===== src/design/block_majority_binarize_assert.svh =====
// assertion macros for the block majority binarizer
// no dependencies; included by the top level
`ifndef BLOCK_MAJORITY_BINARIZE_ASSERT_SVH
`define BLOCK_MAJORITY_BINARIZE_ASSERT_SVH

// same-cycle implication
`define BMB_ASSERT_NOW(name, clk, rst_n, ante, cons, msg) \
    name: assert property (@(posedge clk) disable iff (!rst_n) (ante) |-> (cons)) \
        else $error(msg);

// next-cycle implication
`define BMB_ASSERT_NEXT(name, clk, rst_n, ante, cons, msg) \
    name: assert property (@(posedge clk) disable iff (!rst_n) (ante) |=> (cons)) \
        else $error(msg);

`endif


===== src/design/bmb_pkg.sv =====
// shared constants and types for the block majority binarizer
// no dependencies
`default_nettype none

package bmb_pkg;

    // defaults for the top-level parameters
    localparam int DEF_MAX_GRID_COLS    = 64;
    localparam int DEF_MAX_IMAGE_WIDTH  = 1024;
    localparam int DEF_MAX_IMAGE_HEIGHT = 1024;

    // cell rows are capped at a fixed count
    localparam int GRID_ROWS_CAP = 64;
    localparam int ROW_W         = $clog2(GRID_ROWS_CAP + 1);

    // configuration register widths and reset values
    localparam int IMG_CFG_W  = 11;
    localparam int GRID_CFG_W = 7;
    localparam logic [IMG_CFG_W-1:0]  RST_IMAGE_WIDTH  = IMG_CFG_W'(1024);
    localparam logic [IMG_CFG_W-1:0]  RST_IMAGE_HEIGHT = IMG_CFG_W'(1024);
    localparam logic [GRID_CFG_W-1:0] RST_GRID_COLS    = GRID_CFG_W'(64);
    localparam logic [GRID_CFG_W-1:0] RST_GRID_ROWS    = GRID_CFG_W'(64);

    // register indexes on the apb port
    localparam logic [1:0] REG_IMAGE_WIDTH  = 2'd0;
    localparam logic [1:0] REG_IMAGE_HEIGHT = 2'd1;
    localparam logic [1:0] REG_GRID_COLS    = 2'd2;
    localparam logic [1:0] REG_GRID_ROWS    = 2'd3;

    // luma test scaled by 1000: 299r + 587g + 114b < 128000
    localparam int LUMA_W     = 18;
    localparam int LUMA_R     = 299;
    localparam int LUMA_G     = 587;
    localparam int LUMA_B     = 114;
    localparam int DARK_LIMIT = 128000;

    // result queue
    localparam int QD  = 4;
    localparam int QLW = $clog2(QD + 1);

    localparam int CELL_W = 6;

    typedef struct packed {
        logic              valid;   // pixel accepted
        logic              upd;     // read-modify-write the column counter
        logic              clear;   // first pixel of the cell band
        logic              dark;
        logic              emit;    // final pixel of a cell
        logic              err;     // size error at frame start
        logic              last;
        logic [CELL_W-1:0] cell_x;
        logic [CELL_W-1:0] cell_y;
    } t_pix_ctl;

    typedef struct packed {
        logic              wall;
        logic [CELL_W-1:0] cell_x;
        logic [CELL_W-1:0] cell_y;
        logic              last_cell;
        logic              size_error;
    } t_result;

endpackage

`default_nettype wire


===== src/design/bmb_div.sv =====
// restoring divider, one quotient bit per cycle
// uses no package items
`default_nettype none

module bmb_div #(
    parameter int NW = 11,
    parameter int DW = 7
) (
    input  logic          i_clk,
    input  logic          i_rst_n,
    input  logic          i_start,
    input  logic [NW-1:0] i_num,
    input  logic [DW-1:0] i_den,
    output logic          o_busy,
    output logic [NW-1:0] o_quot
);

    localparam int CNT_W = $clog2(NW + 1);

    logic [CNT_W-1:0] r_cnt;
    logic [DW:0]      r_rem;
    logic [NW-1:0]    r_num;
    logic [NW-1:0]    r_quot;
    logic [DW:0]      w_trial;
    logic             w_fit;

    assign w_trial = {r_rem[DW-1:0], r_num[NW-1]};
    assign w_fit   = (w_trial >= {1'b0, i_den});
    assign o_busy  = (r_cnt != '0);
    assign o_quot  = r_quot;

    always_ff @(posedge i_clk) begin
        if (!i_rst_n) begin
            r_cnt <= '0;
        end else if (i_start) begin
            r_cnt <= CNT_W'(NW);
        end else if (o_busy) begin
            r_cnt <= r_cnt - CNT_W'(1);
        end
    end

    always_ff @(posedge i_clk) begin
        if (i_start) begin
            r_rem  <= '0;
            r_num  <= i_num;
            r_quot <= '0;
        end else if (o_busy) begin
            r_rem  <= w_fit ? (w_trial - {1'b0, i_den}) : w_trial;
            r_num  <= NW'({r_num, 1'b0});
            r_quot <= NW'({r_quot, w_fit});
        end
    end

endmodule

`default_nettype wire


===== src/design/bmb_cnt.sv =====
// per-column dark counter memory with read-modify-write pipeline and wall decision
// depends on bmb_pkg
`default_nettype none

module bmb_cnt #(
    parameter int SLOTS = 64,
    parameter int XW    = 11,
    parameter int YW    = 11,
    localparam int SW   = (SLOTS > 1) ? $clog2(SLOTS) : 1,
    localparam int CNTW = XW + YW
) (
    input  logic              i_clk,
    input  logic              i_rst_n,
    input  bmb_pkg::t_pix_ctl i_ctl,
    input  logic [SW-1:0]     i_slot,
    input  logic [XW-1:0]     i_cw,
    input  logic [YW-1:0]     i_ch,
    output logic              o_res_valid,
    output bmb_pkg::t_result  o_res,
    output logic [1:0]        o_inflight
);

    import bmb_pkg::*;

    logic [CNTW-1:0] r_mem [SLOTS];
    logic [CNTW-1:0] r_rd;

    t_pix_ctl        r_s1;
    logic [SW-1:0]   r_s1_slot;
    logic [XW-1:0]   r_s1_cw;
    logic [YW-1:0]   r_s1_ch;
    logic            r_byp;
    logic [CNTW-1:0] r_byp_d;

    t_pix_ctl        r_s2;
    logic [CNTW-1:0] r_s2_cnt;
    logic [CNTW-1:0] r_s2_area;

    logic [CNTW-1:0] w_base;
    logic [CNTW-1:0] w_cnt;

    always_ff @(posedge i_clk) begin
        r_rd <= r_mem[i_slot];
    end

    always_ff @(posedge i_clk) begin
        if (r_s1.upd) begin
            r_mem[r_s1_slot] <= w_cnt;
        end
    end

    // the write of the item ahead lands in the same cycle as this read
    always_comb begin
        if (r_s1.clear) begin
            w_base = '0;
        end else if (r_byp) begin
            w_base = r_byp_d;
        end else begin
            w_base = r_rd;
        end
        w_cnt = w_base + CNTW'(r_s1.dark);
    end

    always_ff @(posedge i_clk) begin
        if (!i_rst_n) begin
            r_s1  <= '0;
            r_s2  <= '0;
            r_byp <= 1'b0;
        end else begin
            r_s1  <= i_ctl;
            r_s2  <= r_s1;
            r_byp <= r_s1.upd && (r_s1_slot == i_slot);
        end
    end

    always_ff @(posedge i_clk) begin
        r_s1_slot <= i_slot;
        r_s1_cw   <= i_cw;
        r_s1_ch   <= i_ch;
        r_byp_d   <= w_cnt;
        r_s2_cnt  <= w_cnt;
        r_s2_area <= CNTW'(r_s1_cw * r_s1_ch);
    end

    always_comb begin
        o_res = '0;
        if (r_s2.err) begin
            o_res.size_error = 1'b1;
        end else begin
            o_res.wall      = ({r_s2_cnt, 1'b0} >= {1'b0, r_s2_area});
            o_res.cell_x    = r_s2.cell_x;
            o_res.cell_y    = r_s2.cell_y;
            o_res.last_cell = r_s2.last;
        end
    end

    assign o_res_valid = r_s2.emit || r_s2.err;
    assign o_inflight  = {1'b0, r_s1.valid} + {1'b0, r_s2.valid};

endmodule

`default_nettype wire


===== src/design/bmb_outq.sv =====
// small result queue that decouples the pipeline from the output stall
// depends on bmb_pkg
`default_nettype none

module bmb_outq (
    input  logic                     i_clk,
    input  logic                     i_rst_n,
    input  logic                     i_push,
    input  bmb_pkg::t_result         i_item,
    input  logic                     i_pop,
    output bmb_pkg::t_result         o_head,
    output logic                     o_valid,
    output logic [bmb_pkg::QLW-1:0]  o_level
);

    import bmb_pkg::*;

    t_result        r_q [QD];
    t_result        n_q [QD];
    logic [QLW-1:0] r_level;
    logic [QLW-1:0] n_level;
    logic [QLW-1:0] w_wr_idx;
    logic           w_pop;

    assign w_pop   = i_pop && (r_level != '0);
    assign o_valid = (r_level != '0);
    assign o_head  = r_q[0];
    assign o_level = r_level;

    // head stays at entry zero, the rest shift down on a pop
    always_comb begin
        w_wr_idx = r_level - QLW'(w_pop);
        for (int k = 0; k < QD; k++) begin
            n_q[k] = r_q[k];
        end
        for (int k = 0; k < QD - 1; k++) begin
            if (w_pop) begin
                n_q[k] = r_q[k+1];
            end
        end
        for (int k = 0; k < QD; k++) begin
            if (i_push && (QLW'(k) == w_wr_idx)) begin
                n_q[k] = i_item;
            end
        end
        n_level = r_level + QLW'(i_push) - QLW'(w_pop);
    end

    always_ff @(posedge i_clk) begin
        if (!i_rst_n) begin
            r_level <= '0;
        end else begin
            r_level <= n_level;
        end
    end

    always_ff @(posedge i_clk) begin
        for (int k = 0; k < QD; k++) begin
            r_q[k] <= n_q[k];
        end
    end

endmodule

`default_nettype wire


===== src/design/block_majority_binarize.sv =====
// channel   | direction | handshake          | payload
// pixel     | in        | i_valid / o_stall  | i_red, i_green, i_blue
// cell      | out       | o_valid / i_stall  | o_wall, o_cell_x, o_cell_y, o_last_cell, o_size_error
// config    | in        | apb psel / penable | paddr, pwdata, prdata
//
// one pixel per cycle while o_stall is low; a cell item passes counter stages s1 and s2, then the result queue
// after reset or any register write the cell size is recomputed by two bit-serial
// dividers; the first pixel of a frame waits on it
// counters live in one memory indexed by cell column, read in the cycle before the update
// a four-entry result queue with credit on pixel intake absorbs output stalls
// reset is synchronous; no clearing pass, a band's first pixel overwrites its counter
//
// top level of the block majority binarizer; depends on bmb_pkg, bmb_div, bmb_cnt,
// bmb_outq and the assertion macro header
`default_nettype none

`include "block_majority_binarize_assert.svh"

module block_majority_binarize #(
    parameter int MAX_GRID_COLS    = bmb_pkg::DEF_MAX_GRID_COLS,
    parameter int MAX_IMAGE_WIDTH  = bmb_pkg::DEF_MAX_IMAGE_WIDTH,
    parameter int MAX_IMAGE_HEIGHT = bmb_pkg::DEF_MAX_IMAGE_HEIGHT
) (
    input  logic        i_clk,
    input  logic        i_rst_n,
    input  logic        i_valid,
    output logic        o_stall,
    input  logic [7:0]  i_red,
    input  logic [7:0]  i_green,
    input  logic [7:0]  i_blue,
    output logic        o_valid,
    input  logic        i_stall,
    output logic        o_wall,
    output logic [5:0]  o_cell_x,
    output logic [5:0]  o_cell_y,
    output logic        o_last_cell,
    output logic        o_size_error,
    input  logic        psel,
    input  logic        penable,
    input  logic        pwrite,
    input  logic [3:0]  paddr,
    input  logic [31:0] pwdata,
    output logic [31:0] prdata,
    output logic        pready
);

    import bmb_pkg::*;

    localparam int XW   = $clog2(MAX_IMAGE_WIDTH + 1);
    localparam int YW   = $clog2(MAX_IMAGE_HEIGHT + 1);
    localparam int CW   = $clog2(MAX_GRID_COLS + 1);
    localparam int SW   = (MAX_GRID_COLS > 1) ? $clog2(MAX_GRID_COLS) : 1;

    // configuration registers
    logic [IMG_CFG_W-1:0]  r_image_width;
    logic [IMG_CFG_W-1:0]  r_image_height;
    logic [GRID_CFG_W-1:0] r_grid_cols;
    logic [GRID_CFG_W-1:0] r_grid_rows;
    logic                  w_cfg_wr;

    assign pready   = 1'b1;
    assign w_cfg_wr = psel && penable && pwrite;

    always_ff @(posedge i_clk) begin
        if (!i_rst_n) begin
            r_image_width  <= RST_IMAGE_WIDTH;
            r_image_height <= RST_IMAGE_HEIGHT;
            r_grid_cols    <= RST_GRID_COLS;
            r_grid_rows    <= RST_GRID_ROWS;
        end else if (w_cfg_wr) begin
            unique case (paddr[3:2])
                REG_IMAGE_WIDTH:  r_image_width  <= pwdata[IMG_CFG_W-1:0];
                REG_IMAGE_HEIGHT: r_image_height <= pwdata[IMG_CFG_W-1:0];
                REG_GRID_COLS:    r_grid_cols    <= pwdata[GRID_CFG_W-1:0];
                REG_GRID_ROWS:    r_grid_rows    <= pwdata[GRID_CFG_W-1:0];
                default:          r_grid_rows    <= r_grid_rows;
            endcase
        end
    end

    always_comb begin
        unique case (paddr[3:2])
            REG_IMAGE_WIDTH:  prdata = 32'(r_image_width);
            REG_IMAGE_HEIGHT: prdata = 32'(r_image_height);
            REG_GRID_COLS:    prdata = 32'(r_grid_cols);
            REG_GRID_ROWS:    prdata = 32'(r_grid_rows);
            default:          prdata = '0;
        endcase
    end

    // frame geometry from the live registers
    logic [XW-1:0]    w_w_c;
    logic [YW-1:0]    w_h_c;
    logic [CW-1:0]    w_cols_c;
    logic [ROW_W-1:0] w_rows_c;
    logic [XW-1:0]    w_quot_x;
    logic [YW-1:0]    w_quot_y;
    logic             w_busy_x;
    logic             w_busy_y;
    logic             w_div_start;
    logic             w_geom_ok;
    logic             r_need_div;
    logic [XW-1:0]    w_geo_cw;
    logic [YW-1:0]    w_geo_ch;
    logic [XW-1:0]    w_geo_fw;
    logic [YW-1:0]    w_geo_fh;
    logic             w_geo_bad;

    assign w_w_c = (32'(r_image_width) > 32'(MAX_IMAGE_WIDTH)) ?
                   XW'(MAX_IMAGE_WIDTH) : XW'(r_image_width);
    assign w_h_c = (32'(r_image_height) > 32'(MAX_IMAGE_HEIGHT)) ?
                   YW'(MAX_IMAGE_HEIGHT) : YW'(r_image_height);
    assign w_cols_c = (32'(r_grid_cols) > 32'(MAX_GRID_COLS)) ?
                      CW'(MAX_GRID_COLS) : CW'(r_grid_cols);
    assign w_rows_c = (32'(r_grid_rows) > 32'(GRID_ROWS_CAP)) ?
                      ROW_W'(GRID_ROWS_CAP) : ROW_W'(r_grid_rows);

    assign w_div_start = r_need_div && !w_busy_x && !w_busy_y;
    assign w_geom_ok   = !r_need_div && !w_busy_x && !w_busy_y;

    always_ff @(posedge i_clk) begin
        if (!i_rst_n) begin
            r_need_div <= 1'b1;
        end else if (w_cfg_wr) begin
            r_need_div <= 1'b1;
        end else if (w_div_start) begin
            r_need_div <= 1'b0;
        end
    end

    bmb_div #(.NW(XW), .DW(CW)) u_div_x (
        .i_clk   (i_clk),
        .i_rst_n (i_rst_n),
        .i_start (w_div_start),
        .i_num   (w_w_c),
        .i_den   (w_cols_c),
        .o_busy  (w_busy_x),
        .o_quot  (w_quot_x)
    );

    bmb_div #(.NW(YW), .DW(ROW_W)) u_div_y (
        .i_clk   (i_clk),
        .i_rst_n (i_rst_n),
        .i_start (w_div_start),
        .i_num   (w_h_c),
        .i_den   (w_rows_c),
        .o_busy  (w_busy_y),
        .o_quot  (w_quot_y)
    );

    assign w_geo_cw  = (w_cols_c == '0) ? '0 : w_quot_x;
    assign w_geo_ch  = (w_rows_c == '0) ? '0 : w_quot_y;
    assign w_geo_fw  = (w_w_c == '0) ? XW'(1) : w_w_c;
    assign w_geo_fh  = (w_h_c == '0) ? YW'(1) : w_h_c;
    assign w_geo_bad = (w_geo_cw == '0) || (w_geo_ch == '0);

    // geometry latched at the first pixel of a frame
    logic [XW-1:0]    r_fr_w;
    logic [YW-1:0]    r_fr_h;
    logic [CW-1:0]    r_fr_cols;
    logic [ROW_W-1:0] r_fr_rows;
    logic [XW-1:0]    r_cell_width;
    logic [YW-1:0]    r_cell_height;
    logic             r_frame_bad;

    // raster position
    logic [XW-1:0]    r_pixel_x, n_pixel_x;
    logic [YW-1:0]    r_pixel_y, n_pixel_y;
    logic [CW-1:0]    r_col_index, n_col_index;
    logic [ROW_W-1:0] r_row_index, n_row_index;
    logic [XW-1:0]    r_col_offset, n_col_offset;
    logic [YW-1:0]    r_row_offset, n_row_offset;

    logic             w_at_start;
    logic             w_accept;
    logic [XW-1:0]    f_fw;
    logic [YW-1:0]    f_fh;
    logic [CW-1:0]    f_cols;
    logic [ROW_W-1:0] f_rows;
    logic [XW-1:0]    f_cw;
    logic [YW-1:0]    f_ch;
    logic             f_bad;
    logic             w_px_last;
    logic             w_py_last;
    logic             w_last_col;
    logic             w_last_row;
    logic             w_col_end;
    logic             w_row_end;
    logic [LUMA_W-1:0] w_luma;
    logic             w_dark;

    assign w_at_start = (r_pixel_x == '0) && (r_pixel_y == '0);
    assign w_accept   = i_valid && !o_stall;

    assign f_fw   = w_at_start ? w_geo_fw  : r_fr_w;
    assign f_fh   = w_at_start ? w_geo_fh  : r_fr_h;
    assign f_cols = w_at_start ? w_cols_c  : r_fr_cols;
    assign f_rows = w_at_start ? w_rows_c  : r_fr_rows;
    assign f_cw   = w_at_start ? w_geo_cw  : r_cell_width;
    assign f_ch   = w_at_start ? w_geo_ch  : r_cell_height;
    assign f_bad  = w_at_start ? w_geo_bad : r_frame_bad;

    assign w_px_last  = ((XW+1)'(r_pixel_x) + (XW+1)'(1)) >= (XW+1)'(f_fw);
    assign w_py_last  = ((YW+1)'(r_pixel_y) + (YW+1)'(1)) >= (YW+1)'(f_fh);
    assign w_last_col = ((CW+1)'(r_col_index) + (CW+1)'(1)) >= (CW+1)'(f_cols);
    assign w_last_row = ((ROW_W+1)'(r_row_index) + (ROW_W+1)'(1)) >= (ROW_W+1)'(f_rows);

    // a bad frame only walks the raster
    assign w_col_end = !f_bad && (w_last_col ? w_px_last :
                       (((XW+1)'(r_col_offset) + (XW+1)'(1)) >= (XW+1)'(f_cw)));
    assign w_row_end = !f_bad && (w_last_row ? w_py_last :
                       (((YW+1)'(r_row_offset) + (YW+1)'(1)) >= (YW+1)'(f_ch)));

    assign w_luma = LUMA_W'(LUMA_R * 32'(i_red) + LUMA_G * 32'(i_green)
                          + LUMA_B * 32'(i_blue));
    assign w_dark = (w_luma < LUMA_W'(DARK_LIMIT));

    always_comb begin
        n_pixel_x    = r_pixel_x;
        n_pixel_y    = r_pixel_y;
        n_col_index  = r_col_index;
        n_row_index  = r_row_index;
        n_col_offset = r_col_offset;
        n_row_offset = r_row_offset;
        if (w_accept) begin
            if (w_px_last) begin
                n_pixel_x    = '0;
                n_col_index  = '0;
                n_col_offset = '0;
                if (w_py_last) begin
                    n_pixel_y    = '0;
                    n_row_index  = '0;
                    n_row_offset = '0;
                end else begin
                    n_pixel_y = r_pixel_y + YW'(1);
                    if (w_row_end) begin
                        n_row_offset = '0;
                        n_row_index  = r_row_index + ROW_W'(1);
                    end else begin
                        n_row_offset = r_row_offset + YW'(1);
                    end
                end
            end else begin
                n_pixel_x = r_pixel_x + XW'(1);
                if (w_col_end) begin
                    n_col_offset = '0;
                    n_col_index  = r_col_index + CW'(1);
                end else begin
                    n_col_offset = r_col_offset + XW'(1);
                end
            end
        end
    end

    always_ff @(posedge i_clk) begin
        if (!i_rst_n) begin
            r_pixel_x    <= '0;
            r_pixel_y    <= '0;
            r_col_index  <= '0;
            r_row_index  <= '0;
            r_col_offset <= '0;
            r_row_offset <= '0;
        end else begin
            r_pixel_x    <= n_pixel_x;
            r_pixel_y    <= n_pixel_y;
            r_col_index  <= n_col_index;
            r_row_index  <= n_row_index;
            r_col_offset <= n_col_offset;
            r_row_offset <= n_row_offset;
        end
    end

    always_ff @(posedge i_clk) begin
        if (w_accept && w_at_start) begin
            r_fr_w        <= w_geo_fw;
            r_fr_h        <= w_geo_fh;
            r_fr_cols     <= w_cols_c;
            r_fr_rows     <= w_rows_c;
            r_cell_width  <= w_geo_cw;
            r_cell_height <= w_geo_ch;
            r_frame_bad   <= w_geo_bad;
        end
    end

    // counter pipeline
    t_pix_ctl      w_ctl;
    logic [XW-1:0] w_cw;
    logic [YW-1:0] w_ch;
    logic          w_res_valid;
    t_result       w_res;
    logic [1:0]    w_inflight;

    always_comb begin
        w_ctl        = '0;
        w_ctl.valid  = w_accept;
        w_ctl.upd    = w_accept && !f_bad;
        w_ctl.clear  = (r_row_offset == '0) && (r_col_offset == '0);
        w_ctl.dark   = w_dark;
        w_ctl.emit   = w_accept && w_col_end && w_row_end;
        w_ctl.err    = w_accept && w_at_start && w_geo_bad;
        w_ctl.last   = w_last_col && w_last_row;
        w_ctl.cell_x = CELL_W'(r_col_index);
        w_ctl.cell_y = CELL_W'(r_row_index);
    end

    // at a cell's final pixel the offsets count exactly the cell size minus one
    assign w_cw = r_col_offset + XW'(1);
    assign w_ch = r_row_offset + YW'(1);

    bmb_cnt #(.SLOTS(MAX_GRID_COLS), .XW(XW), .YW(YW)) u_cnt (
        .i_clk       (i_clk),
        .i_rst_n     (i_rst_n),
        .i_ctl       (w_ctl),
        .i_slot      (r_col_index[SW-1:0]),
        .i_cw        (w_cw),
        .i_ch        (w_ch),
        .o_res_valid (w_res_valid),
        .o_res       (w_res),
        .o_inflight  (w_inflight)
    );

    // result queue and intake credit
    t_result        w_head;
    logic [QLW-1:0] w_level;
    logic [QLW:0]   w_occupancy;

    bmb_outq u_outq (
        .i_clk   (i_clk),
        .i_rst_n (i_rst_n),
        .i_push  (w_res_valid),
        .i_item  (w_res),
        .i_pop   (o_valid && !i_stall),
        .o_head  (w_head),
        .o_valid (o_valid),
        .o_level (w_level)
    );

    assign w_occupancy = (QLW+1)'(w_level) + (QLW+1)'(w_inflight);
    assign o_stall     = !((w_occupancy < (QLW+1)'(QD)) && (!w_at_start || w_geom_ok));

    assign o_wall       = w_head.wall;
    assign o_cell_x     = w_head.cell_x;
    assign o_cell_y     = w_head.cell_y;
    assign o_last_cell  = w_head.last_cell;
    assign o_size_error = w_head.size_error;

    `BMB_ASSERT_NOW(a_credit_bound, i_clk, i_rst_n, 1'b1, w_occupancy <= (QLW+1)'(QD), "result queue credit exceeded")
    `BMB_ASSERT_NEXT(a_cfg_redivide, i_clk, i_rst_n, w_cfg_wr, !w_geom_ok, "geometry not recomputed after register write")
    `BMB_ASSERT_NOW(a_error_clean, i_clk, i_rst_n, o_valid && o_size_error, !o_wall && !o_last_cell && (o_cell_x == '0) && (o_cell_y == '0), "size error item carries cell data")

endmodule

`default_nettype wire


===== config.mk =====
export PLATFORM = sky130hd
export DESIGN_NAME = block_majority_binarize
export DESIGN_NICKNAME = d
export VERILOG_FILES = /design/src/design/bmb_pkg.sv /design/src/design/bmb_div.sv /design/src/design/bmb_cnt.sv /design/src/design/bmb_outq.sv /design/src/design/block_majority_binarize.sv
export VERILOG_INCLUDE_DIRS = /design/src /design/src/design
export SDC_FILE = /design/constraint.sdc
export NUM_CORES = 2
export LEC_CHECK = 0
export BUFFER_PORTS_ARGS = -buffer_cell sky130_fd_sc_hd__buf_2
export CAP_MARGIN = 20
export CORE_UTILIZATION = 45
export DETAILED_ROUTE_END_ITERATION = 10
export GPL_TIMING_DRIVEN = 0
export PLACE_DENSITY = 0.72
export SYNTH_ARGS = -nofsm -noshare
export SYNTH_HDL_FRONTEND = slang
export SYNTH_HIERARCHICAL = 1
export SYNTH_SLANG_ARGS = --single-unit

===== constraint.sdc =====
create_clock -name i_clk -period 6.25 [get_ports i_clk]
set_input_delay 0.9375 -clock i_clk [delete_from_list [all_inputs] [get_ports i_clk]]
set_output_delay 0.9375 -clock i_clk [all_outputs]
set_load 0.05 [all_outputs]

* After elaboration in Yosys (flattened, before gate mapping)
Memory sizes are Yosys's and may differ from the RTL's. A register that Yosys moved wholly into a read port is not among the register bits.
Index checks and enable logic that the tools add are counted.
** Storage, ports and cells
- Memories kept :: 2
- Bits in writable memories :: 1468
- Bits of input ports :: 67
- Logic and storage cells :: 217
- Output and inout port bits :: 50
- Flip-flop bits (word level) :: 331
- Memory bits (read-only) :: 0
- Bits in latches :: 0
** Operators by class
- Bitwise gates (word level) :: 1
- Order comparisons :: 15
- Add/sub/neg operators :: 24
- Equality and inequality tests :: 7
- Div/mod/pow operators :: 0
- Muxes and demuxes :: 51
- Shift operators :: 0
- Reduce and logical (&&, ||, !) cells :: 63
- $mul :: 4
** Memory list
- u_cnt.r_mem :: depth 64, width 22, rd ports 1, clocked after memory_dff 1, write ports 1, RTL line bmb_cnt.sv:25 : logic [CNTW-1:0] r_mem [SLOTS];
- u_outq.r_q :: depth 4, width 15, rd ports 4, clocked after memory_dff 0, write ports 4, RTL line bmb_outq.sv:18 : t_result r_q [QD];
** Operators with widths (number)
- $mux 11 :: 20
- $pmux 32 s4 :: 1
- $mux 15 :: 7
- $logic_not 11->1 :: 8
- $mux 7 :: 10
- $add 11x1->12 const B :: 4
- $ge 12x11->1 :: 4
- $add 11x1->11 const B :: 4
- $mux 22 :: 2
- $ge 8x7->1 :: 4
- $logic_and 1x1->1 :: 25
- $ge 23x22->1 :: 1
- $add 22x1->22 :: 1
- $gt 11x11->1 const B :: 2
- $mul 11x11->22 :: 1
- $add 17x18->18 :: 1
- $add 18x15->18 :: 1
- $lt 18x17->1 const B :: 1
- $mul 10x8->18 const A :: 1
- $mul 9x8->17 const A :: 1
- $add 7x1->8 const B :: 2
- $mux 4 :: 4
- $add 7x1->7 const B :: 2
- $gt 7x7->1 const B :: 2
- other kinds (27) :: 56

* Depth between registers and ports, before layout
- Depth in word-level cells :: 11
- Gate-level depth with buffers :: 27
- Mapped depth without buffers :: 27

* Hierarchy
The synthesis kept the hierarchy.
** By module, submodules not included
- bmb_cnt :: area each 61968.2 µm², seq. area each 44883.0 µm², times used 1, cells an instance 3158
- block_majority_binarize :: area each 13191.4 µm², seq. area each 3673.5 µm², times used 1, cells an instance 1421
- bmb_div :: area each 1721.7 µm², seq. area each 770.7 µm², times used 2, cells an instance 174
- bmb_outq :: area each 2683.8 µm², seq. area each 1861.8 µm², times used 1, cells an instance 139

* Worst setup path after synthesis
OpenSTA, ideal clock, no wires.
- Kind :: input port to flip-flop
- From :: input port i_blue[0]
- To :: register u_cnt/r_s1[15] in the netlist's numbering
- Setup time :: 115 ps
- Buffers on the path :: 0
- Slack :: -329 ps
- Required time :: 6135 ps
- Cell stages on the path :: 23
- Arrival :: 6464 ps
- Cell sequence :: fa_1 inv_1 fa_1 inv_1 ha_1 ha_1 inv_1 fa_1 xnor2_1 ha_1 fa_1 inv_1 fa_1 fa_1 inv_1 ha_1 a21o_1 a21o_1 o41a_1 o31a_1 xnor2_1 a31oi_1 and2_1
** RTL lines
- start: declaration :: RTL line block_majority_binarize.sv:30 : input logic [7:0] i_blue,
- end signal: assignment :: RTL line bmb_cnt.sv:70 : r_s1 <= i_ctl;
- end: declaration :: RTL line bmb_cnt.sv:28 : t_pix_ctl r_s1;

==> metrics.txt <==
Final setup viols 0; arrival time at the worst endpoint 6.87 ns; CP startpoint kind primary input; GRT Total Usage 0.221; Hold Buf Count CTS 0; Die Y 427 um; met2 Usage GRT 0.356; Clock Power Share 0.293; Slew Limit Headroom 0.221; largest net degree at the start of global routing 66; net switching power 11,100 uW; Synth Instances 5,066; worst reg2reg endpoint u_cnt/r_s2_area[20]; # rows 155; HP Start pwdata[10]; Layout Skew 0.0497 ns; Slew @ Worst Pin 1.17 ns; mean post-synth cell area 16.0 um2; met1 Usage GRT 0.296; clock-pin transition on the worst setup and hold timing paths 0.06 ns; Top FF cell, synth edfxtp_1; Leakage 0.0320 uW; cell internal pwr 23,700 uW; R2R depth 17; clock root buffer clkbuf_16; Comb pwr share 0.273; ANT nets after route 0; fin crit period 6.15 ns; RSZ-0062 raised after global routing yes; Setup crit end u_cnt/r_s1[15]; Post-Place Cells 7,583; Max FO, Critical Path 4; f_max 163 MHz; Seq/Total Area, Yosys 0.639; CTS Buffer Depth 3; Final HPWL DP 138,000 um; power share of the sequential group 0.435; Fillers 14.2k; status completed; flops & latches, synth 1,821; met3 Resource Use GR 0.0431; critical-path cell list buf_8 -> fa_1 -> inv_1 -> fa_1 -> inv_1 -> ha_1 -> ha_2 -> inv_2 -> fa_2 -> xnor2_2 -> ha_1 -> fa_1 -> inv_1 -> fa_2 -> fa_1 -> inv_1 -> ha_1 -> a21o_1 -> a21o_1 -> o41a_1 -> o31a_1 -> xnor2_2 -> a31oi_4 -> and2_1; I/O pin count 117; GRT Max-Usage Layer met2; initial antenna violation count 7; # H-tree levels 4; vias in the first global route 46.2k; Synth Cell Area 0.0813 mm2; Worst Setup End Kind flip-flop; Synth async-reset ratio 0; Critical Path Max Stage Delay 0.53 ns; Buffers on Ports 69; crit path kind in2reg; Worst R2R Setup Slack 0.68 ns; Via density 5.88; gr ovfl total 0; CTS Buf Count 167; First-pass DRT Iterations 5; crit share post-route 0.983; Placeable Area 0.179 mm2; number of synthesis warnings 6; VDD IR max 0.331 mV; Die Area 0.182 mm2; fin cells 7,898; DP Area 0.0865 mm2; ant diodes 0; RR Startpoint u_cnt/r_s1_ch[2]; worst setup path startpoint i_blue[2]; Max Cap Violations 0; CTS tree yes; Netlist cell types 92; pwr dens 378 mW/mm2; Net Sw Frac 0.319; share of layout cells above drive strength 1 0.198; wire length per cell 25.5 um; RD Place Congestion 0.891; first-pass GRT wire length 297,000 um; later-pin clock latency in the skew report 0.83 ns; Residual DRC 0; Finished Cell Area 0.0921 mm2; 1st-iter DRT viols 5,484; Starting Density 0.454; final WL 201,000 um; Final nets 5,893; max-slew violation count 0; EDFF count, synth 1,549; critical path required time 6.98 ns; Die X 427 um; Hold Violations, Final 0; Hold/Removal Path Class in2reg; CTS Sinks 1,821; detailed-route via count 46.4k; Slowest cell on crit path fa_1; area grow syn2layout 13.3%
layer usage:
layer	vias to the layer above	share of wire
met3	409	0.092
met2	2313	0.48
met1	23877	0.39
met4	8	0.038
li1	19838	-
met5	-	0.00036
how the worst min path moves through the flow:
stage                    endpoint  cells after the start
2_1_floorplan  u_cnt/r_s1_slot[1]                      0
4_1_cts         r_image_width[10]                      3
6_report        r_image_width[10]                      3
3_3_place_gp        u_cnt/r_s2[9]                      1
5_1_grt         r_image_width[10]                      3
3_5_place_dp        u_cnt/r_s2[8]                      1
final cells by class:
| type | count | area [um2] | area share |
|---|---|---|---|
| clock inverters | 89 | 925 | 0.0100 |
| well taps | 2355 | 2950 | 0.0320 |
| flip-flops and latches | 1821 | 52000 | 0.564 |
| clock buffers | 222 | 4550 | 0.0494 |
| multi-input cells | 2678 | 27500 | 0.298 |
| repair buffers | 146 | 1650 | 0.0179 |
| inverters | 321 | 1200 | 0.0131 |
| plain buffers | 266 | 1370 | 0.0149 |
metrics by stage:
| stage | setup WS (ns) | setup TNS, ns | hold WS [ns] | total power [uW] | utilization |
|---|---|---|---|---|---|
| after floorplan | -0.130 | -0.130 | 0.392 | 21100 | - |
| after global placement | -4.10 | -906.05 | 0.420 | 24000 | 0.473 |
| after detailed placement | -0.791 | -0.791 | 0.419 | 24500 | 0.483 |
| after CTS | 0.0289 | 0 | 0.328 | 34600 | 0.514 |
| after global routing | -0.0415 | -0.0415 | 0.357 | 36200 | 0.514 |
| final | 0.105 | 0 | 0.381 | 34800 | 0.514 |
power groups by stage:
stage	clock, uW	combinational (uW)	sequential (uW)
2_1_floorplan	0	5770	15300
3_3_place_gp	0	8360	15600
3_5_place_dp	0	9140	15400
4_1_cts	10300	9210	15100
5_1_grt	10700	10300	15200
6_report	10200	9480	15100
what timing repair did:
item	4_1_cts	5_1_grt
endpoints found under the setup margin	0	1
gates resized for setup	0	19
setup buffers	0	1
logic make-up after synthesis:
logic type / synth area share
AO/OA/AOI/OAI: 0.0424
AND/OR/NAND/NOR: 0.0650
other: 0.0000924
adder cells (fa/ha/maj): 0.0796
XOR/XNOR: 0.0130
buffers and inverters: 0.0316
flip-flops: 0.639
multiplexers: 0.129
cells in the final DEF (no fill, tap or decap), types with 28 or more instances in the layout:
cell | netlist | routed
xnor2_1 | 67 | 58
clkinv_2 | 0 | 28
nor2b_1 | 93 | 93
o21ai_0 | 64 | 64
nor2_4 | 0 | 44
nor2_1 | 273 | 205
nand3_1 | 69 | 69
dfxtp_1 | 272 | 272
inv_1 | 317 | 315
mux4_2 | 380 | 380
a211oi_1 | 30 | 29
mux2_2 | 51 | 51
clkinv_1 | 0 | 28
nand2b_1 | 32 | 32
edfxtp_1 | 1549 | 1549
nand2_1 | 256 | 256
and2_1 | 143 | 143
clkbuf_1 | 137 | 178
a21oi_1 | 136 | 133
nor3_1 | 37 | 35
mux2i_1 | 108 | 108
buf_2 | 50 | 116
o22ai_1 | 37 | 37
clkbuf_16 | 0 | 169
a22oi_1 | 33 | 33
xor2_1 | 54 | 48
ha_1 | 271 | 267
fa_1 | 154 | 152
buf_8 | 1 | 46
buf_4 | 52 | 54
cells in the mapped netlist, types with 11 or more instances:
| master | number | share of area |
|---|---|---|
| buf_6 | 13 | 0.0018 |
| a21oi_1 | 136 | 0.0084 |
| or3_1 | 15 | 0.0012 |
| o22ai_1 | 37 | 0.0028 |
| o21ai_1 | 17 | 0.0010 |
| dfxtp_1 | 272 | 0.067 |
| inv_1 | 317 | 0.015 |
| o21a_1 | 14 | 0.0013 |
| nor2b_1 | 93 | 0.0072 |
| nand3b_1 | 11 | 0.0010 |
| mux2_2 | 51 | 0.0071 |
| nor4_1 | 27 | 0.0021 |
| nor3_1 | 37 | 0.0023 |
| clkbuf_1 | 137 | 0.0063 |
| nor2_1 | 273 | 0.013 |
| a31oi_1 | 13 | 0.0010 |
| mux2_4 | 18 | 0.0033 |
| nand2b_1 | 32 | 0.0025 |
| xnor2_1 | 67 | 0.0072 |
| a22oi_1 | 33 | 0.0030 |
| buf_1 | 11 | 0.00051 |
| ha_1 | 271 | 0.042 |
| nor3b_1 | 12 | 0.0011 |
| a211oi_1 | 30 | 0.0028 |
| fa_1 | 154 | 0.038 |
| mux4_2 | 380 | 0.11 |
| a21o_1 | 20 | 0.0018 |
| buf_2 | 50 | 0.0031 |
| o21ai_0 | 64 | 0.0039 |
| edfxtp_1 | 1549 | 0.57 |
| nand4_1 | 21 | 0.0016 |
| nand2_1 | 256 | 0.012 |
| nand3_1 | 69 | 0.0042 |
| xor2_1 | 54 | 0.0058 |
| o221ai_1 | 21 | 0.0023 |
| a221oi_1 | 20 | 0.0022 |
| buf_4 | 52 | 0.0048 |
| o32ai_1 | 11 | 0.0012 |
| a22o_1 | 11 | 0.0012 |
| and3_1 | 15 | 0.0012 |
| and2_1 | 143 | 0.011 |
| mux2i_1 | 108 | 0.013 |
| a211oi_2 | 12 | 0.0018 |
worst max-delay path: cells and delay by family:
kind                       cells  cell delay (ns)
adders and majority gates     10             3.85
buffers and inverters          6             0.33
AOI/OAI and AO/OA              5             1.30
and+or+nand+nor                1             0.15
xor gates and xnor gates       2             0.30
state kept, by name, indices dropped and copies added (netlist names), 16 cells and up:
register,flops
u_cnt/r_rd,22
u_cnt/r_s1,19
u_cnt/r_s2,16
u_cnt/r_mem,1408
u_cnt/r_s2_cnt,22
u_cnt/r_s2_area,22
u_outq/r_q,60
Note: power is estimated with default switching activity, not from simulation.
